**src/hw/rtl/xspimc_pkg.sv**
```systemverilog
// Shared types and constants for the manual-command flash controller.
// No dependencies.
package xspimc_pkg;

  localparam int FLASH_BYTES_DEF  = 65536;
  localparam int SECTOR_BYTES_DEF = 4096;
  localparam int WIN_WORDS        = 128;
  localparam int IN_W             = 40;
  localparam int OUT_W            = 32;
  localparam int JEDEC_W          = 24;

  localparam logic [JEDEC_W-1:0] JEDEC_RST = 24'h1A5A9D;
  localparam logic [7:0]         ERASED    = 8'hFF;
  localparam logic [31:0]        FLASH_STATUS_VAL = 32'h0000_0002;

  // window word indexes (byte offsets 0x070, 0x080, 0x190, 0x194 etc.)
  localparam logic [6:0] W_CTRL = 7'd28;
  localparam logic [6:0] W_DESC = 7'd32;
  localparam logic [6:0] W_ADDR = 7'd33;
  localparam logic [6:0] W_D0   = 7'd34;
  localparam logic [6:0] W_D1   = 7'd35;
  localparam logic [6:0] W_STAT = 7'd100;
  localparam logic [6:0] W_CLR  = 7'd101;

  // flash opcodes
  localparam logic [7:0] OPC_RDID  = 8'h9F;
  localparam logic [7:0] OPC_RDSR  = 8'h05;
  localparam logic [7:0] OPC_READ  = 8'h03;
  localparam logic [7:0] OPC_PROG  = 8'h02;
  localparam logic [7:0] OPC_ERASE = 8'h20;

  localparam logic [1:0] CSIZE_HI = 2'd1;
  localparam logic [1:0] CSIZE_LO = 2'd2;

  // APB register index 0 lives at paddr bit 2 clear
  localparam logic CFG_IDX_JEDEC = 1'b0;

  typedef enum logic [3:0] {
    ST_CLEAR,
    ST_IDLE,
    ST_EXEC,
    ST_RESP,
    ST_CMD,
    ST_RD_REQ,
    ST_RD_CAP,
    ST_PG_REQ,
    ST_PG_WR,
    ST_ERASE,
    ST_DONE
  } state_t;

  typedef enum logic [2:0] {
    OP_NONE,
    OP_ID,
    OP_STAT,
    OP_READ,
    OP_PROG,
    OP_ERASE
  } op_t;

  typedef struct packed {
    logic capture;
    logic exec_wr;
    logic load_out;
    logic setup;
    logic set_id;
    logic set_stat;
    logic rd_req;
    logic rd_cap;
    logic rd_commit;
    logic pg_req;
    logic pg_wr;
    logic er_step;
    logic clr_step;
    logic finish;
  } dp_cmd_t;

  typedef struct packed {
    op_t  op;
    logic start;
    logic base_ok;
    logic idx_end;
    logic er_last;
    logic clr_last;
    logic out_free;
  } dp_stat_t;

endpackage

```
**src/hw/rtl/xspimc_ctrl.sv**
```systemverilog
// Controller state machine: sequences bus accesses, flash commands and the
// post-reset clearing pass. Depends on xspimc_pkg.
module xspimc_ctrl (
  input  logic                 clk,
  input  logic                 rst_n,
  input  logic                 in_tvalid,
  output logic                 in_tready,
  input  xspimc_pkg::dp_stat_t stat,
  output xspimc_pkg::dp_cmd_t  cmd
);
  import xspimc_pkg::*;

  state_t state_r, state_nxt;

  always_ff @(posedge clk) begin
    if (!rst_n) begin
      state_r <= ST_CLEAR;
    end else begin
      state_r <= state_nxt;
    end
  end

  always_comb begin
    state_nxt = state_r;
    unique case (state_r)
      ST_CLEAR:  if (stat.clr_last) state_nxt = ST_IDLE;
      ST_IDLE:   if (in_tvalid) state_nxt = ST_EXEC;
      ST_EXEC: begin
        if (stat.start) state_nxt = ST_CMD;
        else if (stat.out_free) state_nxt = ST_IDLE;
        else state_nxt = ST_RESP;
      end
      ST_RESP:   if (stat.out_free) state_nxt = ST_IDLE;
      ST_CMD: begin
        unique case (stat.op)
          OP_READ:  state_nxt = ST_RD_REQ;
          OP_PROG:  state_nxt = ST_PG_REQ;
          OP_ERASE: state_nxt = stat.base_ok ? ST_ERASE : ST_DONE;
          default:  state_nxt = ST_DONE;
        endcase
      end
      ST_RD_REQ: state_nxt = stat.idx_end ? ST_DONE : ST_RD_CAP;
      ST_RD_CAP: state_nxt = ST_RD_REQ;
      ST_PG_REQ: state_nxt = stat.idx_end ? ST_DONE : ST_PG_WR;
      ST_PG_WR:  state_nxt = ST_PG_REQ;
      ST_ERASE:  if (stat.er_last) state_nxt = ST_DONE;
      ST_DONE:   if (stat.out_free) state_nxt = ST_IDLE;
      default:   state_nxt = ST_IDLE;
    endcase
  end

  always_comb begin
    cmd = '0;
    in_tready = 1'b0;
    unique case (state_r)
      ST_CLEAR: cmd.clr_step = 1'b1;
      ST_IDLE: begin
        in_tready   = 1'b1;
        cmd.capture = in_tvalid;
      end
      ST_EXEC: begin
        cmd.exec_wr  = 1'b1;
        cmd.load_out = !stat.start && stat.out_free;
      end
      ST_RESP: cmd.load_out = stat.out_free;
      ST_CMD: begin
        cmd.setup    = 1'b1;
        cmd.set_id   = (stat.op == OP_ID);
        cmd.set_stat = (stat.op == OP_STAT);
      end
      ST_RD_REQ: begin
        cmd.rd_commit = stat.idx_end;
        cmd.rd_req    = !stat.idx_end;
      end
      ST_RD_CAP: cmd.rd_cap = 1'b1;
      ST_PG_REQ: cmd.pg_req = !stat.idx_end;
      ST_PG_WR:  cmd.pg_wr = 1'b1;
      ST_ERASE:  cmd.er_step = 1'b1;
      ST_DONE: begin
        cmd.finish   = 1'b1;
        cmd.load_out = stat.out_free;
      end
      default: cmd = '0;
    endcase
  end

endmodule

```
**config.mk**
```make
export PLATFORM = sky130hd
export DESIGN_NAME = xspimc_ctrl
export DESIGN_NICKNAME = d
export VERILOG_FILES = /design/src/hw/rtl/xspimc_pkg.sv /design/src/hw/rtl/xspimc_ctrl.sv
export SDC_FILE = /design/constraint.sdc
export NUM_CORES = 1
export LEC_CHECK = 0
export BUFFER_PORTS_ARGS = -buffer_cell sky130_fd_sc_hd__buf_2
export CAP_MARGIN = 10
export CORE_MARGIN = 1.5
export CORE_UTILIZATION = 41
export CTS_BUF_LIST = sky130_fd_sc_hd__clkbuf_16
export CTS_CLUSTER_DIAMETER = 50
export DETAILED_ROUTE_END_ITERATION = 10
export GPL_TIMING_DRIVEN = 0
export PLACE_DENSITY = 0.76
export SLEW_MARGIN = 20
export SYNTH_ARGS = -nofsm -noshare
export SYNTH_HDL_FRONTEND = slang
export SYNTH_SLANG_ARGS = --single-unit
```
**constraint.sdc**
```tcl
create_clock -name clk -period 1.5 [get_ports clk]
set_clock_uncertainty 0.05 [all_clocks]
set_input_delay 0.075 -clock clk [delete_from_list [all_inputs] [get_ports clk]]
set_output_delay 0.075 -clock clk [all_outputs]
set_load 0.01 [all_outputs]
```
## Yosys cells after proc, flatten, opt, wreduce, memory -nomap -nowiden

Index checks and enable logic that the tools add are counted.
W data, S select, Z words.

| word-level totals | value |
|---|---|
| bits in registers | 4 |
| bits of input ports | 12 |
| output and inout port bits | 15 |

| cells by class | value |
|---|---|
| reduce and logical (&&, ||, !) cells | 6 |
| eq/ne operators | 19 |
| multiplexer cells | 24 |

Operators by type and width:

| kind | count |
|---|---|
| $pmux W4 S10 | 1 |
| $mux W4 | 5 |
| $eq A4 B3 Y1 const B | 4 |
| $eq A4 B4 Y1 const B | 3 |
| $pmux W4 S3 | 1 |
| $mux W1 | 11 |
| $eq A4 B2 Y1 const B | 2 |
| $eq A3 B2 Y1 const B | 2 |
| $eq A3 B3 Y1 const B | 2 |
| $mux W2 | 3 |
| $mux W3 | 2 |
| $ne A2 B2 Y1 const B | 3 |
| $eq A4 B1 Y1 const B | 1 |
| $logic_not A4 Y1 | 1 |
| $reduce_and A4 Y1 | 1 |
| $eq A3 B1 Y1 const B | 1 |
| $logic_not A1 Y1 | 2 |
| $ne A2 B1 Y1 const B | 1 |
| $pmux W1 S2 | 1 |
| $reduce_or A2 Y1 | 1 |
| $logic_and A1 B1 Y1 | 1 |

## Depth between registers and ports, before layout

| depth | value |
|---|---|
| depth in word-level cells | 4 |
| depth in mapped cells | 7 |
| gate-level depth less buffers | 6 |

## Worst setup path after synthesis

No wires, ideal clock.

| timing path | value |
|---|---|
| path type | register to output |
| start | reg state_r[3] |
| end | out cmd[9] in the netlist's numbering |
| cell stages (with the launch flop) | 5 |
| slack | -0.019 ns |
| arrival time | 1.394 ns |
| data required time | 1.375 ns |
| cell sequence | dfxtp_1 buf_6 nand2b_4 or3_4 nor4b_1 |

RTL lines:

| what | line | source |
|---|---|---|
| start, declared | xspimc_ctrl.sv:13 | `state_t state_r, state_nxt;` |
| start signal, assigned | xspimc_ctrl.sv:19 | `state_r <= state_nxt;` |
| end, declared | xspimc_ctrl.sv:9 | `output xspimc_pkg::dp_cmd_t cmd` |

==> run metrics <==
status=finished, violations left; failing checks=negative setup slack; Post-synth EDFFs=0; multi-input logic area=558 µm²; DPL Wire Length=1220 µm; core region area=1320 µm²; max FFs per register=4; Yosys reg bits=4; Vias/cell=6.37; WL per Instance=17.5 µm; largest cells by area after synthesis=dfxtp_1 14%, nor3_1 7.6%, nand2b_1 5.3%; worst skew pair latency=0.22 ns; global-route wire length before repair=2940 µm; Yosys warnings=0; Chip Height=41.0 µm; count of cell types in the netlist=46; commonest non-fill, non-tap cells in the layout=25 x buf_2, 9 x buf_6, 8 x buf_4; CP required=1.37 ns; H-tree Lvls=1; Peak Freq=617 MHz; ys flop type=dfxtp_1; vias in the first global route=659; critical-path maximum fanout=6; Final #Nets=136; final non-filler cell total=137; Antenna Nets Post-Route=0; slowest cell on the critical path=or3_4; DRT Pass-1 Iters=4; slew margin rel.=76.3%; CTS root buf=clkbuf_16; Layout area overhead=76.1%; Initial Util=44.8%; critical path class=register to output pin; post-synthesis sequential area ratio=13.6%; final worst slack=-0.121 ns; filler instances=72; Placer Congestion=0.883; antenna violations before repair=0; Setup violations, final=6; GRT Total Usage=26.7%; Arr. time, crit path=1.50 ns; startpoint types=register; Tcrit/Tclk final=108%; CTS tree=done; post-synth top area share=13.6%; largest reg by FF count=state_r; initial drt markers=28; DP Area=746 µm²; pin count of the biggest net entering global routing=11; row cnt=13; Remaining DRCs=0; cell mode on critical path=buf_6; diodes inserted=0; top flop regs=state_r x4; Worst-Margin Slew=0.352 ns; Fin. Hold Viols=0; Die Area=1680 µm²; Reg area=86.3 µm²; Final Instance Area=1040 µm²; Tmin final=1.62 ns; RSZ-0062 raised after global routing=true; CP Capture Type=output pin; Leak Pwr=0.490 nW; CP bufs+invs=3; slowest stage delay, CP=0.40 ns; pwr dens=1930 nW/µm²; synthesized area=591 µm²; CTS Sinks=4; Post-Place Cells=126; Setup TNS=-0.433 ns; cell taking the most area after synthesis=dfxtp_1; share of layout cells above drive strength 1=55.7%; VDD IR-drop max=1.06 mV; number of buffers created by CTS=3; Gate Count Post-Synth=85; global route total overflow=0; Die X=41.0 µm; DR vias=873; max_cap viols=0; most common cell after layout, fill and taps aside=buf_2; count of final max-slew check failures=0; Post-Syn Nets=97; Tot Pwr=0.00200 W; CP delay by family, top=simple AND/OR/NAND/NOR gates; Port Buffers=26; Avg Cell Area, Syn=6.95 µm²; Hold Crit Class=input port to register; ys async rst share=0%; Clock Path Buffers=2; final WL=2400 µm; Ports=27; CP cell instances=buf_6 > or3_4 > buf_6 > nor3_4 > buf_2; clock-pin slew on the worst setup and hold paths=0.03 ns
-- area by class of cell --
type	instances	area share, %
multi-input combinational	69	53.7
timing repair buffer	36	21.1
sequential	4	8.30
clock buffer	3	7.22
buffer	6	6.50
tap	15	1.81
inverter	4	1.44
-- Yosys cell counts (2+ instances only) --
| cell | number |
|---|---|
| a21oi_1 | 4 |
| and2_1 | 2 |
| buf_1 | 2 |
| buf_2 | 2 |
| clkbuf_1 | 2 |
| dfxtp_1 | 4 |
| inv_1 | 3 |
| nand2_1 | 4 |
| nand2b_1 | 5 |
| nor2_1 | 8 |
| nor3_1 | 9 |
| o21ai_0 | 4 |
| o22ai_1 | 2 |
| o32ai_1 | 2 |
-- metal layers --
metal  GRT usage [%]  vias to the layer above  part of all wire [%]
li1                -                      398                     -
met1            35.0                      409                    42
met2            44.5                       66                    49
met3            7.07                        0                   9.6
met4            2.50                        0                     0
met5               0                        -                     0
-- timing repair --
| action | CTS | global route |
|---|---|---|
| setup buffers | 6 | 4 |
| endpoints found under the hold margin | 0 | 0 |
| endpoints found under the setup margin | 10 | 12 |
| pin swaps | 3 | 7 |
| hold buffers | 0 | 0 |
| gates resized for setup | 20 | 27 |
-- cells by family after synthesis --
logic type             Yosys count  synth area share (%)
buffers and inverters           12                  9.96
multiplexers                     1                  1.91
AO/OA/AOI/OAI                   25                  30.9
XOR/XNOR                         1                  1.48
flip-flops                       4                  13.6
AND/OR/NAND/NOR                 42                  42.2
-- report_power, final --
group	internal, W	switching [W]	leakage (nW)
clock network	0.000341	0.0000739	0.0370
logic	0.000653	0.000728	0.419
registers	0.000154	0.0000512	0.0344
-- through the flow --
| step | hold WS [ns] | util [%] | setup slack (ns) |
|---|---|---|---|
| after floorplan | 0.134 | - | 0.0183 |
| after CTS | 0.0777 | 69.2 | -0.135 |
| after global placement | 0.320 | 56.6 | -0.0386 |
| final | 0.0868 | 78.9 | -0.121 |
| after detailed placement | 0.312 | 56.6 | -0.0560 |
| after global routing | 0.0894 | 78.9 | -0.159 |
-- path summary, 6_finish.rpt --
| kind | from | cells after the start | slack [ns] | endpoint |
|---|---|---|---|---|
| max reg2reg | state_r[1] | 7 | -0.09 | state_r[1] |
| min | rst_n | 2 | 0.09 | state_r[3] |
| max | state_r[1] | 5 | -0.12 | cmd[8] |
| min reg2reg | state_r[2] | 4 | 0.80 | state_r[2] |
(Power assumes the default switching activity.)
