## src/hw/rtl/xspimc_pkg.sv

```systemverilog
// Shared types and constants for the manual-command flash controller.
// No dependencies.
package xspimc_pkg;

  localparam int FLASH_BYTES_DEF  = 65536;
  localparam int SECTOR_BYTES_DEF = 4096;
  localparam int WIN_WORDS        = 128;
  localparam int IN_W             = 40;
  localparam int OUT_W            = 32;
  localparam int JEDEC_W          = 24;

  localparam logic [JEDEC_W-1:0] JEDEC_RST = 24'h1A5A9D;
  localparam logic [7:0]         ERASED    = 8'hFF;
  localparam logic [31:0]        FLASH_STATUS_VAL = 32'h0000_0002;

  // window word indexes (byte offsets 0x070, 0x080, 0x190, 0x194 etc.)
  localparam logic [6:0] W_CTRL = 7'd28;
  localparam logic [6:0] W_DESC = 7'd32;
  localparam logic [6:0] W_ADDR = 7'd33;
  localparam logic [6:0] W_D0   = 7'd34;
  localparam logic [6:0] W_D1   = 7'd35;
  localparam logic [6:0] W_STAT = 7'd100;
  localparam logic [6:0] W_CLR  = 7'd101;

  // flash opcodes
  localparam logic [7:0] OPC_RDID  = 8'h9F;
  localparam logic [7:0] OPC_RDSR  = 8'h05;
  localparam logic [7:0] OPC_READ  = 8'h03;
  localparam logic [7:0] OPC_PROG  = 8'h02;
  localparam logic [7:0] OPC_ERASE = 8'h20;

  localparam logic [1:0] CSIZE_HI = 2'd1;
  localparam logic [1:0] CSIZE_LO = 2'd2;

  // APB register index 0 lives at paddr bit 2 clear
  localparam logic CFG_IDX_JEDEC = 1'b0;

  typedef enum logic [3:0] {
    ST_CLEAR,
    ST_IDLE,
    ST_EXEC,
    ST_RESP,
    ST_CMD,
    ST_RD_REQ,
    ST_RD_CAP,
    ST_PG_REQ,
    ST_PG_WR,
    ST_ERASE,
    ST_DONE
  } state_t;

  typedef enum logic [2:0] {
    OP_NONE,
    OP_ID,
    OP_STAT,
    OP_READ,
    OP_PROG,
    OP_ERASE
  } op_t;

  typedef struct packed {
    logic capture;
    logic exec_wr;
    logic load_out;
    logic setup;
    logic set_id;
    logic set_stat;
    logic rd_req;
    logic rd_cap;
    logic rd_commit;
    logic pg_req;
    logic pg_wr;
    logic er_step;
    logic clr_step;
    logic finish;
  } dp_cmd_t;

  typedef struct packed {
    op_t  op;
    logic start;
    logic base_ok;
    logic idx_end;
    logic er_last;
    logic clr_last;
    logic out_free;
  } dp_stat_t;

endpackage

```

## src/hw/rtl/xspimc_apb.sv

```systemverilog
// APB configuration register block: holds the ID bytes.
// Depends on xspimc_pkg.
module xspimc_apb (
  input  logic                          clk,
  input  logic                          rst_n,
  input  logic                          cfg_psel,
  input  logic                          cfg_penable,
  input  logic                          cfg_pwrite,
  input  logic [2:0]                    cfg_paddr,
  input  logic [31:0]                   cfg_pwdata,
  output logic [31:0]                   cfg_prdata,
  output logic                          cfg_pready,
  output logic [xspimc_pkg::JEDEC_W-1:0] jedec
);
  import xspimc_pkg::*;

  logic [JEDEC_W-1:0] jedec_r, jedec_nxt;
  logic               wr_en;

  assign cfg_pready = 1'b1;
  assign wr_en = cfg_psel && cfg_penable && cfg_pwrite && cfg_pready
                 && (cfg_paddr[2] == CFG_IDX_JEDEC);

  always_comb begin
    jedec_nxt = jedec_r;
    if (wr_en) begin
      jedec_nxt = cfg_pwdata[JEDEC_W-1:0];
    end
  end

  always_ff @(posedge clk) begin
    if (!rst_n) begin
      jedec_r <= JEDEC_RST;
    end else begin
      jedec_r <= jedec_nxt;
    end
  end

  assign cfg_prdata = (cfg_paddr[2] == CFG_IDX_JEDEC) ? {{(32-JEDEC_W){1'b0}}, jedec_r} : 32'd0;
  assign jedec = jedec_r;

endmodule

```

## config.mk

```make
export PLATFORM = sky130hd
export DESIGN_NAME = xspimc_apb
export DESIGN_NICKNAME = d
export VERILOG_FILES = /design/src/hw/rtl/xspimc_pkg.sv /design/src/hw/rtl/xspimc_apb.sv
export SDC_FILE = /design/constraint.sdc
export NUM_CORES = 1
export LEC_CHECK = 0
export ABC_AREA = 1
export BUFFER_PORTS_ARGS = -buffer_cell sky130_fd_sc_hd__buf_4
export CAP_MARGIN = 40
export CELL_PAD_IN_SITES_DETAIL_PLACEMENT = 1
export CELL_PAD_IN_SITES_GLOBAL_PLACEMENT = 2
export CORE_MARGIN = 2
export CORE_UTILIZATION = 18
export CTS_CLUSTER_DIAMETER = 40
export DETAILED_ROUTE_END_ITERATION = 7
export GPL_TIMING_DRIVEN = 0
export PLACE_DENSITY = 0.8
export SYNTH_ARGS = -nofsm -noshare
export SYNTH_HDL_FRONTEND = slang
export SYNTH_SLANG_ARGS = --single-unit
```

## constraint.sdc

```tcl
create_clock -name clk -period 1 [get_ports clk]
set_input_delay 0.2 -clock clk [delete_from_list [all_inputs] [get_ports clk]]
set_output_delay 0.2 -clock clk [all_outputs]
set_load 0.1 [all_outputs]
```

Word-level counts from Yosys, hierarchy flattened
Index checks and enable logic that the tools add are counted.
{"block": "totals", "regBits": 24, "latch_bits": 0, "ram_bits": 0, "rom_bits": 0, "input_bits": 40, "output_inout_bits": 57, "word_cells": 6, "mem_count": 0}
{"block": "classes", "addsub": 0, "multipliers": 0, "div_mod_pow": 0, "order_cmp": 0, "n_eq_ne": 0, "shifts": 0, "mux": 1, "bitwise_logic": 1, "n_reduce_logical": 3}
{"operator": "$mux 24", "count": 1}
{"operator": "$logic_and 1x1->1", "count": 3}
{"operator": "$not 1->1", "count": 1}

Depth between registers and ports, before layout
Gate-level depths: netlist (run 1).
{"block": "depth", "word_depth": 3, "mapped_depth": 7, "mapped_depth_nobuf": 5}

Worst setup path before layout (run 1)
Ideal clock, no wire load.
{"block": "synth_timing", "path_type": "register to output", "start": "reg jedec_r[10] (netlist: jedec[10])", "end": "out cfg_prdata[10]", "arrival_time_ns": 2.328, "t_required_ns": 0.800, "setup_slack_ns": -1.528, "stages_incl_launch_ff": 3, "n_path_buf": 0, "path_cell_list": "dfxtp_1 > inv_1 > nor2_1"}
{"block": "synth_between", "elab_chain_cells": 1}
{"item": "from (decl)", "line_no": "xspimc_apb.sv:17", "text": "logic [JEDEC_W-1:0] jedec_r, jedec_nxt;"}
{"item": "from (signal assigned)", "line_no": "xspimc_apb.sv:35", "text": "jedec_r <= jedec_nxt;"}
{"item": "$mux 24", "line_no": "xspimc_apb.sv:39", "text": "assign cfg_prdata = (cfg_paddr[2] == CFG_IDX_JEDEC) ? {{(32-JEDEC_W){1'b0}}, jedec_r} : 32'd0;"}
{"item": "to (decl)", "line_no": "xspimc_apb.sv:11", "text": "output logic [31:0] cfg_prdata,"}
Every way passes these cells.

Worst setup path after layout (run 1)
{"block": "layout_timing", "start": "reg jedec_r[1] (netlist: jedec[1])", "end": "out cfg_prdata[1]"}
Same word-level chain as after synthesis.

==> results of run 1 <==
-- metrics by stage --
stage               utilization  hold slack (ns)  power [mW]  instances
global placement          0.325            0.410        2.24        379
floorplan                     -            0.311        1.99        204
global route              0.426            0.141        3.20        396
detailed placement        0.325            0.420        2.25        379
CTS                       0.405            0.136        3.04        392
finish                    0.426            0.144        3.06        396
-- final timing paths --
path	from	endpoint	slack, ns	cells after the start
setup / recovery	jedec[1]	cfg_prdata[1]	-0.17	3
hold / removal	cfg_pwdata[7]	jedec[7]	0.14	3
setup reg to reg	jedec[1]	jedec[1]	0.24	3
hold reg to reg	jedec[9]	jedec[9]	0.49	2
-- worst min-delay path: cells and delay by family --
| family | cells | cell delay, ns |
|---|---|---|
| buffers and inverters | 1 | 0.08 |
| and+or+nand+nor | 2 | 0.10 |
-- cells by family (layout without fill, tap and decap cells) --
group                  after synthesis  after routing  share of synthesized area
and+or+nand+nor                    113            113                      0.404
buffers and inverters               58            151                      0.223
DFF                                 24             24                      0.367
other                                2              9                    0.00574
-- per-layer routing --
layer  vias to the layer above  GRT usage
li1                        755          -
met1                       673      0.144
met2                        46      0.226
met3                         2     0.0360
met4                         0     0.0122
met5                         -          0
-- cell type report --
type                    count  share of cell area
flip-flops and latches     24               0.188
well taps                  99              0.0407
clock buffers               3              0.0136
plain buffers              19              0.0539
inverters                  39              0.0494
repair buffers             90               0.411
multi-input cells         122               0.244
-- layout by cell type, fill, tap and decap left out, drive strengths merged --
cell type	netlist	layout
inv	38	38
clkinv	1	1
dfxtp	24	24
conb	2	9
nand2	39	39
clkbuf	4	7
nor2	50	50
buf	15	105
nand3	24	24
-- repair_timing --
action,in CTS,in global routing
hold buffers,0,0
resized for setup,112,28
hold endpoints to repair,0,0
endpoints found under the setup margin,48,48
pin swaps,24,0
setup buffers,10,4
-- power by group through the flow --
stage	Sequential (mW)	Clock, mW	Combinational [mW]
global placement	1.01	0	1.24
detailed placement	1.01	0	1.24
CTS	0.991	0.610	1.44
global route	1.00	0.652	1.55
finish	0.995	0.577	1.49
floorplan	1.25	0	0.741
==> summary.md, run 1 <==
| Metric | Value |
|---|---|
| Place WS | `-0.190 ns` |
| Critical Path RT | `0.80 ns` |
| Gate power share | `0.486` |
| # IOs | `97` |
| Max-slew violation count | `0` |
| Largest net degree at the start of global routing | `13` |
| Fin. Hold Viols | `0` |
| Startpoint Class | `flop` |
| Synth top cells by count | `inv_1, nand2_1, nor2_1, dfxtp_1, nand3_1` |
| Failing checks | `setup timing` |
| Post-route ant nets | `0` |
| 1st-pass router iterations | `2` |
| Register area share after synthesis | `0.367` |
| Min Clock Period, post-route | `about 1.2 ns` |
| Routability cong. | `~0.66` |
| Core Area | `between 7000 and 8000 µm²` |
| Clock group share of total power | `0.189` |
| Tot GR Track Use | `0.122` |
| Metal3 WL | `just under 300 µm` |
| Port Buffers | `between 70 and 80` |
| Die H | `just under 90 µm` |
| Rows | `31` |
| Later-pin clock latency in the skew report | `~0.26 ns` |
| Area leader, netlist | `dfxtp_1` |
| Synthesized cell area | `1310 µm²` |
| WL per Instance | `12.1 µm` |
| Reported max-cap violation count | `0` |
| Area Overhead vs Synth | `133%` |
| EDFF count, synth | `0` |
| CP Class | `reg2out` |
| Top sig layer | `met4` |
| Internal power | `~1.7 mW` |
| Post-synthesis cell count | `197` |
| First-pass GRT wire length | `7.46 mm` |
| CP max stage delay | `~0.37 ns` |
| Initial antenna violation count | `0` |
| Setup Viol. Count Final | `48` |
| Starting Density | `0.183` |
| Max clock buf depth | `2` |
| Final worst slack | `-0.167 ns` |
| Total net switching power | `1.34 mW` |
| Top Family by Delay on Critical Path | `flip-flops` |
| Syn avg cell area | `between 6 and 7 µm²` |
| Final wirelength | `~4.8 mm` |
| Vias in the first global route | `1526` |
| RSZ-0062 raised after global routing | `true` |
| Fin nets | `339` |
| Setup total negative slack | `-4.78 ns` |
| CTS sink cnt | `24` |
| Status | `finished with violations` |
| Library cells used by synthesis | `17` |
| Filler Cell Count | `about 840` |
| Via count | `1476` |
| CTS clk-pin slew, worst paths | `about 0.09 ns` |
| Share of the synthesized area in the top cell type | `0.367` |
| Die width | `~89 µm` |
| Vias/cell | `approximately 3.7` |
| Ys flop type | `dfxtp_1` |
| Die ar. | `7960 µm²` |
| CP Max Fanout | `3` |
| Met2 wire len | `about 2.7 mm` |
| Diode count | `0` |
| DP HPWL | `approximately 3.3 mm` |
| CP cell instances | `inv_2 > nor2_4 > buf_12` |
| Design area | `a little over 3000 µm²` |
| Gr ovfl total | `0` |
| Ys async rst share | `0` |
| Clock Tree Root | `clkbuf_8` |
| WP buf/inv | `2` |
| Crit path DAT | `~0.97 ns` |
| Most common cell in the netlist | `inv_1` |
| Reg area | `571 µm²` |
| Iter 0 DRT Violations | `8` |
| Skew final | `0 ns` |
| Layout cells sized above 1 | `0.684` |
| Slowest stage cell, crit path | `dfxtp_4` |
| Met1 wire length | `roughly 1.8 mm` |
| #FFs+latches synth | `24` |
| Power per cell area | `between 1000 and 1500 nW/µm²` |
| Num CTS Buffers | `3` |
| Area of the multi-input gates | `between 700 and 800 µm²` |
| Final cycle utilization of the critical path | `1.17` |
| H-Tree Depth | `1` |
| Max reg flops | `24` |
| Synthesis Warnings | `0` |
| Net Sw Frac | `0.437` |
| Leakage power figure | `1.45 nW` |
| Residual DRC | `0` |
| Crit. End Element | `output port` |
| CTS tree | `yes` |
| Sequential share of power | `0.325` |
| Type of the worst min-delay path | `in2reg` |
| Max IR drop VDD | `roughly 0.37 mV` |
| Highest Clock Rate | `0.857 GHz` |
| Area contributors post-synth | `dfxtp_1, inv_1, nand2_1` |
| Placed instance area | `~2300 µm²` |
(Power assumes the default switching activity.)
==> run 2, diff against run 1 <==
==> constraint.sdc (replaced) <==
create_clock -name clk -period 1 [get_ports clk]
set_input_delay 0.1 -clock clk [delete_from_list [all_inputs] [get_ports clk]]
set_output_delay 0.1 -clock clk [all_outputs]
set_load 0.1 [all_outputs]
==> run 2 against run 1 <==
  * Clock skew unchanged
  * Highest routed layer unchanged
  * Fmax up 10%
  * Clock power down 2%
  * Critical path depth did not move
  * The flow still finishes with violations (setup timing)
  * Global-route usage down 0.80 points
  * Clock-buffer cell count unchanged
  * Setup slack better by 0.11 ns
  * Worst hold slack worse by 0.10 ns
  * First-iteration DRC count up 63%
==> summary.md, run 2 (synthesized netlist as in run 1, its figures left out) <==
| Metric | Value |
|---|---|
| Status | `finished with violations` |
| Failing checks | `setup timing` |
| CTS tree | `yes` |
| CP Class | `reg2out` |
| Type of the worst min-delay path | `in2reg` |
| Post-route ant nets | `0` |
| Rows | `31` |
| Vias/cell | `between 3 and 4` |
| Via count | `approximately 1500` |
| Final worst slack | `-0.0564 ns` |
| Crit path DAT | `between 0.9 and 1 ns` |
| Placed instance area | `2310 µm²` |
| Core Area | `approximately 7100 µm²` |
| CP Max Fanout | `3` |
| Layout cells sized above 1 | `0.678` |
| Worst setup endpoint | `cfg_prdata[8]` |
| Area of the multi-input gates | `between 700 and 800 µm²` |
| Vias in the first global route | `1498` |
| Initial antenna violation count | `0` |
| Port Buffers | `76` |
| Hold buffer count at cts | `0` |
| Met1 Use GR | `0.138` |
| WL per Instance | `roughly 11 µm` |
| Min Clock Period, post-route | `1.06 ns` |
| Die width | `89.2 µm` |
| Leakage power figure | `roughly 1.3 nW` |
| Tot GR Track Use | `0.114` |
| Fin. Hold Viols | `0` |
| Filler Cell Count | `between 800 and 900` |
| Area Overhead vs Synth | `115%` |
| Max-slew violation count | `0` |
| Design area | `~2800 µm²` |
| Most common cell after layout, fill and taps aside | `buf_4` |
| Max IR drop VDD | `approximately 0.43 mV` |
| Die H | `89.2 µm` |
| Final wirelength | `about 4.5 mm` |
| Top Usage Layer GRT | `met2` |
| Reg area | `571 µm²` |
| Clock Tree Root | `clkbuf_8` |
| Startpoint Class | `flop` |
| First-pass GRT wire length | `7.11 mm` |
| Fin nets | `334` |
| Iter 0 DRT Violations | `13` |
| Critical path origin | `jedec[8]` |
| Routing usage on met3 | `0.0332` |
| Worst r2r dst | `jedec[1]` |
| Final cycle utilization of the critical path | `1.06` |
| Max clock buf depth | `2` |
| Later-pin clock latency in the skew report | `between 0.2 and 0.3 ns` |
| Worst r2r src | `jedec[1]` |
| Largest net degree at the start of global routing | `13` |
| Routability cong. | `around 0.69` |
| Met2 Use GR | `0.208` |
| Highest Clock Rate | `0.947 GHz` |
| CTS sink cnt | `24` |
| # IOs | `97` |
| 1st-pass router iterations | `4` |
| Cell depth of the worst flop-to-flop path | `3` |
| R2r setup slk | `0.25 ns` |
| Setup Viol. Count Final | `27` |
| Power per cell area | `~1100 nW/µm²` |
| CTS clk-pin slew, worst paths | `0.08 ns` |
| Skew final | `0 ns` |
| Diode count | `0` |
| DP HPWL | `3.32 mm` |
| RSZ-0062 raised after global routing | `true` |
| Critical Path RT | `~0.9 ns` |
| Reported max-cap violation count | `0` |
| Die ar. | `roughly 8000 µm²` |
| Starting Density | `0.183` |
| Gr ovfl total | `0` |
| Max reg flops | `24` |
| Num CTS Buffers | `3` |
| Place WS | `-0.0961 ns` |
| Final hold slack | `~0.043 ns` |
| Most frequent cells in the layout | `buf_4, nand2_1, nor2_4` |
| Crit. End Element | `output port` |
| Residual DRC | `0` |
| H-Tree Depth | `1` |
-- run 2: changes by cell type in the layout (fill, tap and decap cells not counted) --
cell,delta
inv_4,+5
buf_8,-2
inv_2,-5
clkbuf_8,-2
buf_6,+12
buf_4,+3
clkbuf_4,+2
buf_12,-18
-- run 2: metal layers --
layer | wire (µm) | vias up
met5 | 0 | -
met4 | 17 | 0
met3 | 271 | 2
met2 | 2410 | 45
met1 | 1790 | 678
li1 | - | 745
-- run 2: area by class of cell --
class | instances | share of cell area
Buffer | 19 | 0.0539
Inverter | 39 | 0.0579
Tap cell | 99 | 0.0441
Sequential cell | 24 | 0.203
Multi-Input combinational cell | 122 | 0.264
Clock buffer | 3 | 0.0147
Timing Repair Buffer | 85 | 0.362
-- run 2: worst max-delay path: stages (launching register included) --
cell and delay (ns):
dfxtp_4 0.38, inv_4 0.04, nor2_4 0.09, buf_12 0.18
-- run 2: timing repair --
action	in CTS	in global routing
pin swaps	24	0
endpoints found under the setup margin	48	31
resized for setup	89	10
setup buffers	7	2
endpoints found under the hold margin	0	0
-- run 2: worst min-delay path by stage --
stage / to / cells past startpoint / from
6_report: jedec[19] / 3 / cfg_pwdata[19]
5_1_grt: jedec[11] / 3 / cfg_pwdata[11]
4_1_cts: jedec[19] / 3 / cfg_pwdata[19]
3_5_place_dp: jedec[12] / 3 / cfg_pwdata[12]
3_3_place_gp: jedec[14] / 3 / cfg_pwdata[14]
2_1_floorplan: jedec[18] / 2 / rst_n
-- run 2: metrics by stage --
stage / setup TNS (ns) / total power [mW] / std cells / util
after global placement: -1.20 / 2.24 / 379 / 0.323
after global routing: -2.33 / 3.12 / 391 / 0.394
final: -1.09 / 2.96 / 391 / 0.394
after detailed placement: -1.45 / 2.25 / 379 / 0.323
after CTS: -1.63 / 3.01 / 389 / 0.387
after floorplan: -4.81 / 1.98 / 204 / -
-- run 2: power by group --
part	switching [mW]	leakage [nW]	internal [mW]
Combinational	0.971	1.12	0.435
Clock	0.297	0.0216	0.269
Sequential	0.0409	0.204	0.950
==> run 3, diff against run 2 <==
--- a/config.mk
+++ b/config.mk
@@ -16,6 +16,7 @@
 export DETAILED_ROUTE_END_ITERATION = 7
 export GPL_TIMING_DRIVEN = 0
 export PLACE_DENSITY = 0.8
+export SETUP_SLACK_MARGIN = 0.05
 export SYNTH_ARGS = -nofsm -noshare
 export SYNTH_HDL_FRONTEND = slang
 export SYNTH_SLANG_ARGS = --single-unit
==> run 3 against run 2 <==
  * The flow still finishes with violations (setup timing)
  * Clock power hardly changed
  * Worst hold slack better by 0.00076 ns
  * Non-clock buffer count up 4
  * Fmax fell by 0.64%
  * Sequential cell count did not move
  * Clock skew stayed put
  * Core utilization grew 2.6 points
  * Global-route usage grew 0.057 points
  * Setup slack got worse by 0.0068 ns
  * Largest cell class unchanged
  * Largest power group unchanged
==> summary.md, run 3 (synthesized netlist as in run 1, its figures left out) <==
| Metric | Value |
|---|---|
| Startpoint Class | `flop` |
| CP Class | `reg2out` |
| Slowest stage cell, crit path | `dfxtp_4` |
| Failing checks | `setup timing` |
| Final wirelength | `between 4 and 5 mm` |
| Die width | `slightly below 90 µm` |
| Initial antenna violation count | `0` |
| Gr ovfl total | `0` |
| Clock Tree Root | `clkbuf_8` |
| Core Area | `7140 µm²` |
| Power Total | `about 3 mW` |
| Die H | `approximately 90 µm` |
| RSZ-0062 raised after global routing | `true` |
| Final worst slack | `-0.0632 ns` |
| Max-slew violation count | `0` |
| Most common cell after layout, fill and taps aside | `buf_4` |
| Fin. Hold Viols | `0` |
| Hold buffer count at cts | `0` |
| Setup Viol. Count Final | `26` |
| Placed instance area | `roughly 2300 µm²` |
| Diode count | `0` |
| Vias/cell | `about 3.8` |
| Num CTS Buffers | `3` |
| Net Sw Frac | `0.437` |
| First-pass GRT wire length | `between 7 and 8 mm` |
| Layout cells sized above 1 | `0.682` |
| Vias in the first global route | `around 1500` |
| Post-route ant nets | `0` |
| Skew final | `0 ns` |
| Sequential share of power | `0.329` |
| Clock group share of total power | `0.187` |
| WL per Instance | `approximately 12 µm` |
| Crit path DAT | `around 0.96 ns` |
| Power per cell area | `between 1000 and 1500 nW/µm²` |
| Fin nets | `338` |
| CTS sink cnt | `24` |
| Largest net degree at the start of global routing | `13` |
| Die ar. | `between 7000 and 8000 µm²` |
| Final cycle utilization of the critical path | `1.06` |
| Hold Startpoint | `cfg_pwdata[19]` |
| CTS clk-pin slew, worst paths | `roughly 0.090 ns` |
| Highest Clock Rate | `between 0.9 and 1 GHz` |
| Filler Cell Count | `between 800 and 900` |
| Reg area | `between 500 and 600 µm²` |
| Worst r2r src | `jedec[16]` |
| Residual DRC | `0` |
| Hold path cells | `3` |
| Leakage power figure | `around 1.4 nW` |
| # IOs | `a little under 100` |
| Status | `finished with violations` |
| Critical Path RT | `roughly 0.90 ns` |
| Final hold slack | `0.0442 ns` |
| Iter 0 DRT Violations | `15` |
| Crit. End Element | `output port` |
| Final Core Density | `0.420` |
| Max reg flops | `24` |
| Port Buffers | `between 70 and 80` |
| CP max stage delay | `~0.38 ns` |
| Tot GR Track Use | `0.115` |
| H-Tree Depth | `1` |
| Min Clock Period, post-route | `between 1 and 1.5 ns` |
| Type of the worst min-delay path | `in2reg` |
| CP cell instances | `inv_2 > nor2_4 > buf_12` |
| Total net switching power | `around 1.3 mW` |
| Via count | `about 1500` |
| Later-pin clock latency in the skew report | `0.26 ns` |
| Area Overhead vs Synth | `129%` |
| Area of the multi-input gates | `~740 µm²` |
| Internal power | `1.71 mW` |
| Max IR drop VDD | `0.443 mV` |
| CP Max Fanout | `3` |
| Design area | `2990 µm²` |
| 1st-pass router iterations | `4` |
| Gate power share | `0.484` |
| Rows | `31` |
| Most frequent cells in the layout | `buf_4, nand2_1, buf_12` |
| DP HPWL | `roughly 3.3 mm` |
| Starting Density | `0.183` |
| CTS tree | `yes` |
| Max clock buf depth | `2` |
| Reported max-cap violation count | `0` |
| Routability cong. | `a little under 0.7` |
| Cell depth of the worst flop-to-flop path | `4` |
| Critical path origin | `jedec[4]` |
-- run 3: layer usage --
layer | vias up | wire (µm) | GRT usage
met2 | 45 | 2450 | 0.209
met3 | 2 | 283 | 0.0332
li1 | 755 | - | -
met4 | 0 | 17 | 0.00814
met1 | 688 | 1810 | 0.139
met5 | - | 0 | 0
-- run 3: worst paths after layout --
path                                       to  slack [ns]
worst max-delay path            cfg_prdata[4]       -0.06
worst min-delay path                jedec[19]        0.04
worst max register to register      jedec[16]        0.12
worst min register to register       jedec[2]        0.50
-- run 3: worst max-delay path: cells and delay by family (launching register included) --
kind / cells / cell delay [ns]
AND/OR/NAND/NOR: 1 / 0.10
buffers and inverters: 2 / 0.22
flip-flops: 1 / 0.38
-- run 3: layout make-up --
cell class | count | area share
timing repair buffer | 89 | 0.402
multi-input combinational | 122 | 0.248
sequential | 24 | 0.191
inverter | 39 | 0.0543
buffer | 19 | 0.0506
tap | 99 | 0.0414
clock buffer | 3 | 0.0138
-- run 3: what timing repair did --
action	4_1_cts	5_1_grt
resized for setup	97	39
buffers inserted	7	6
setup endpoints to repair	48	48
pin swaps	24	1
-- run 3: power by group through the flow --
stage / registers [mW] / logic (mW) / clock network (mW)
3_5_place_dp: 1.01 / 1.24 / 0
2_1_floorplan: 1.25 / 0.735 / 0
4_1_cts: 0.989 / 1.41 / 0.613
3_3_place_gp: 1.01 / 1.23 / 0
6_report: 0.996 / 1.47 / 0.567
5_1_grt: 1.00 / 1.53 / 0.652
-- run 3: per-stage QoR --
stage	TNS [ns]	setup slack, ns	instances
floorplan	-4.81	-0.204	204
CTS	-1.69	-0.0673	389
detailed placement	-1.45	-0.0961	379
finish	-1.25	-0.0632	395
global route	-2.57	-0.118	395
global placement	-1.20	-0.0891	379
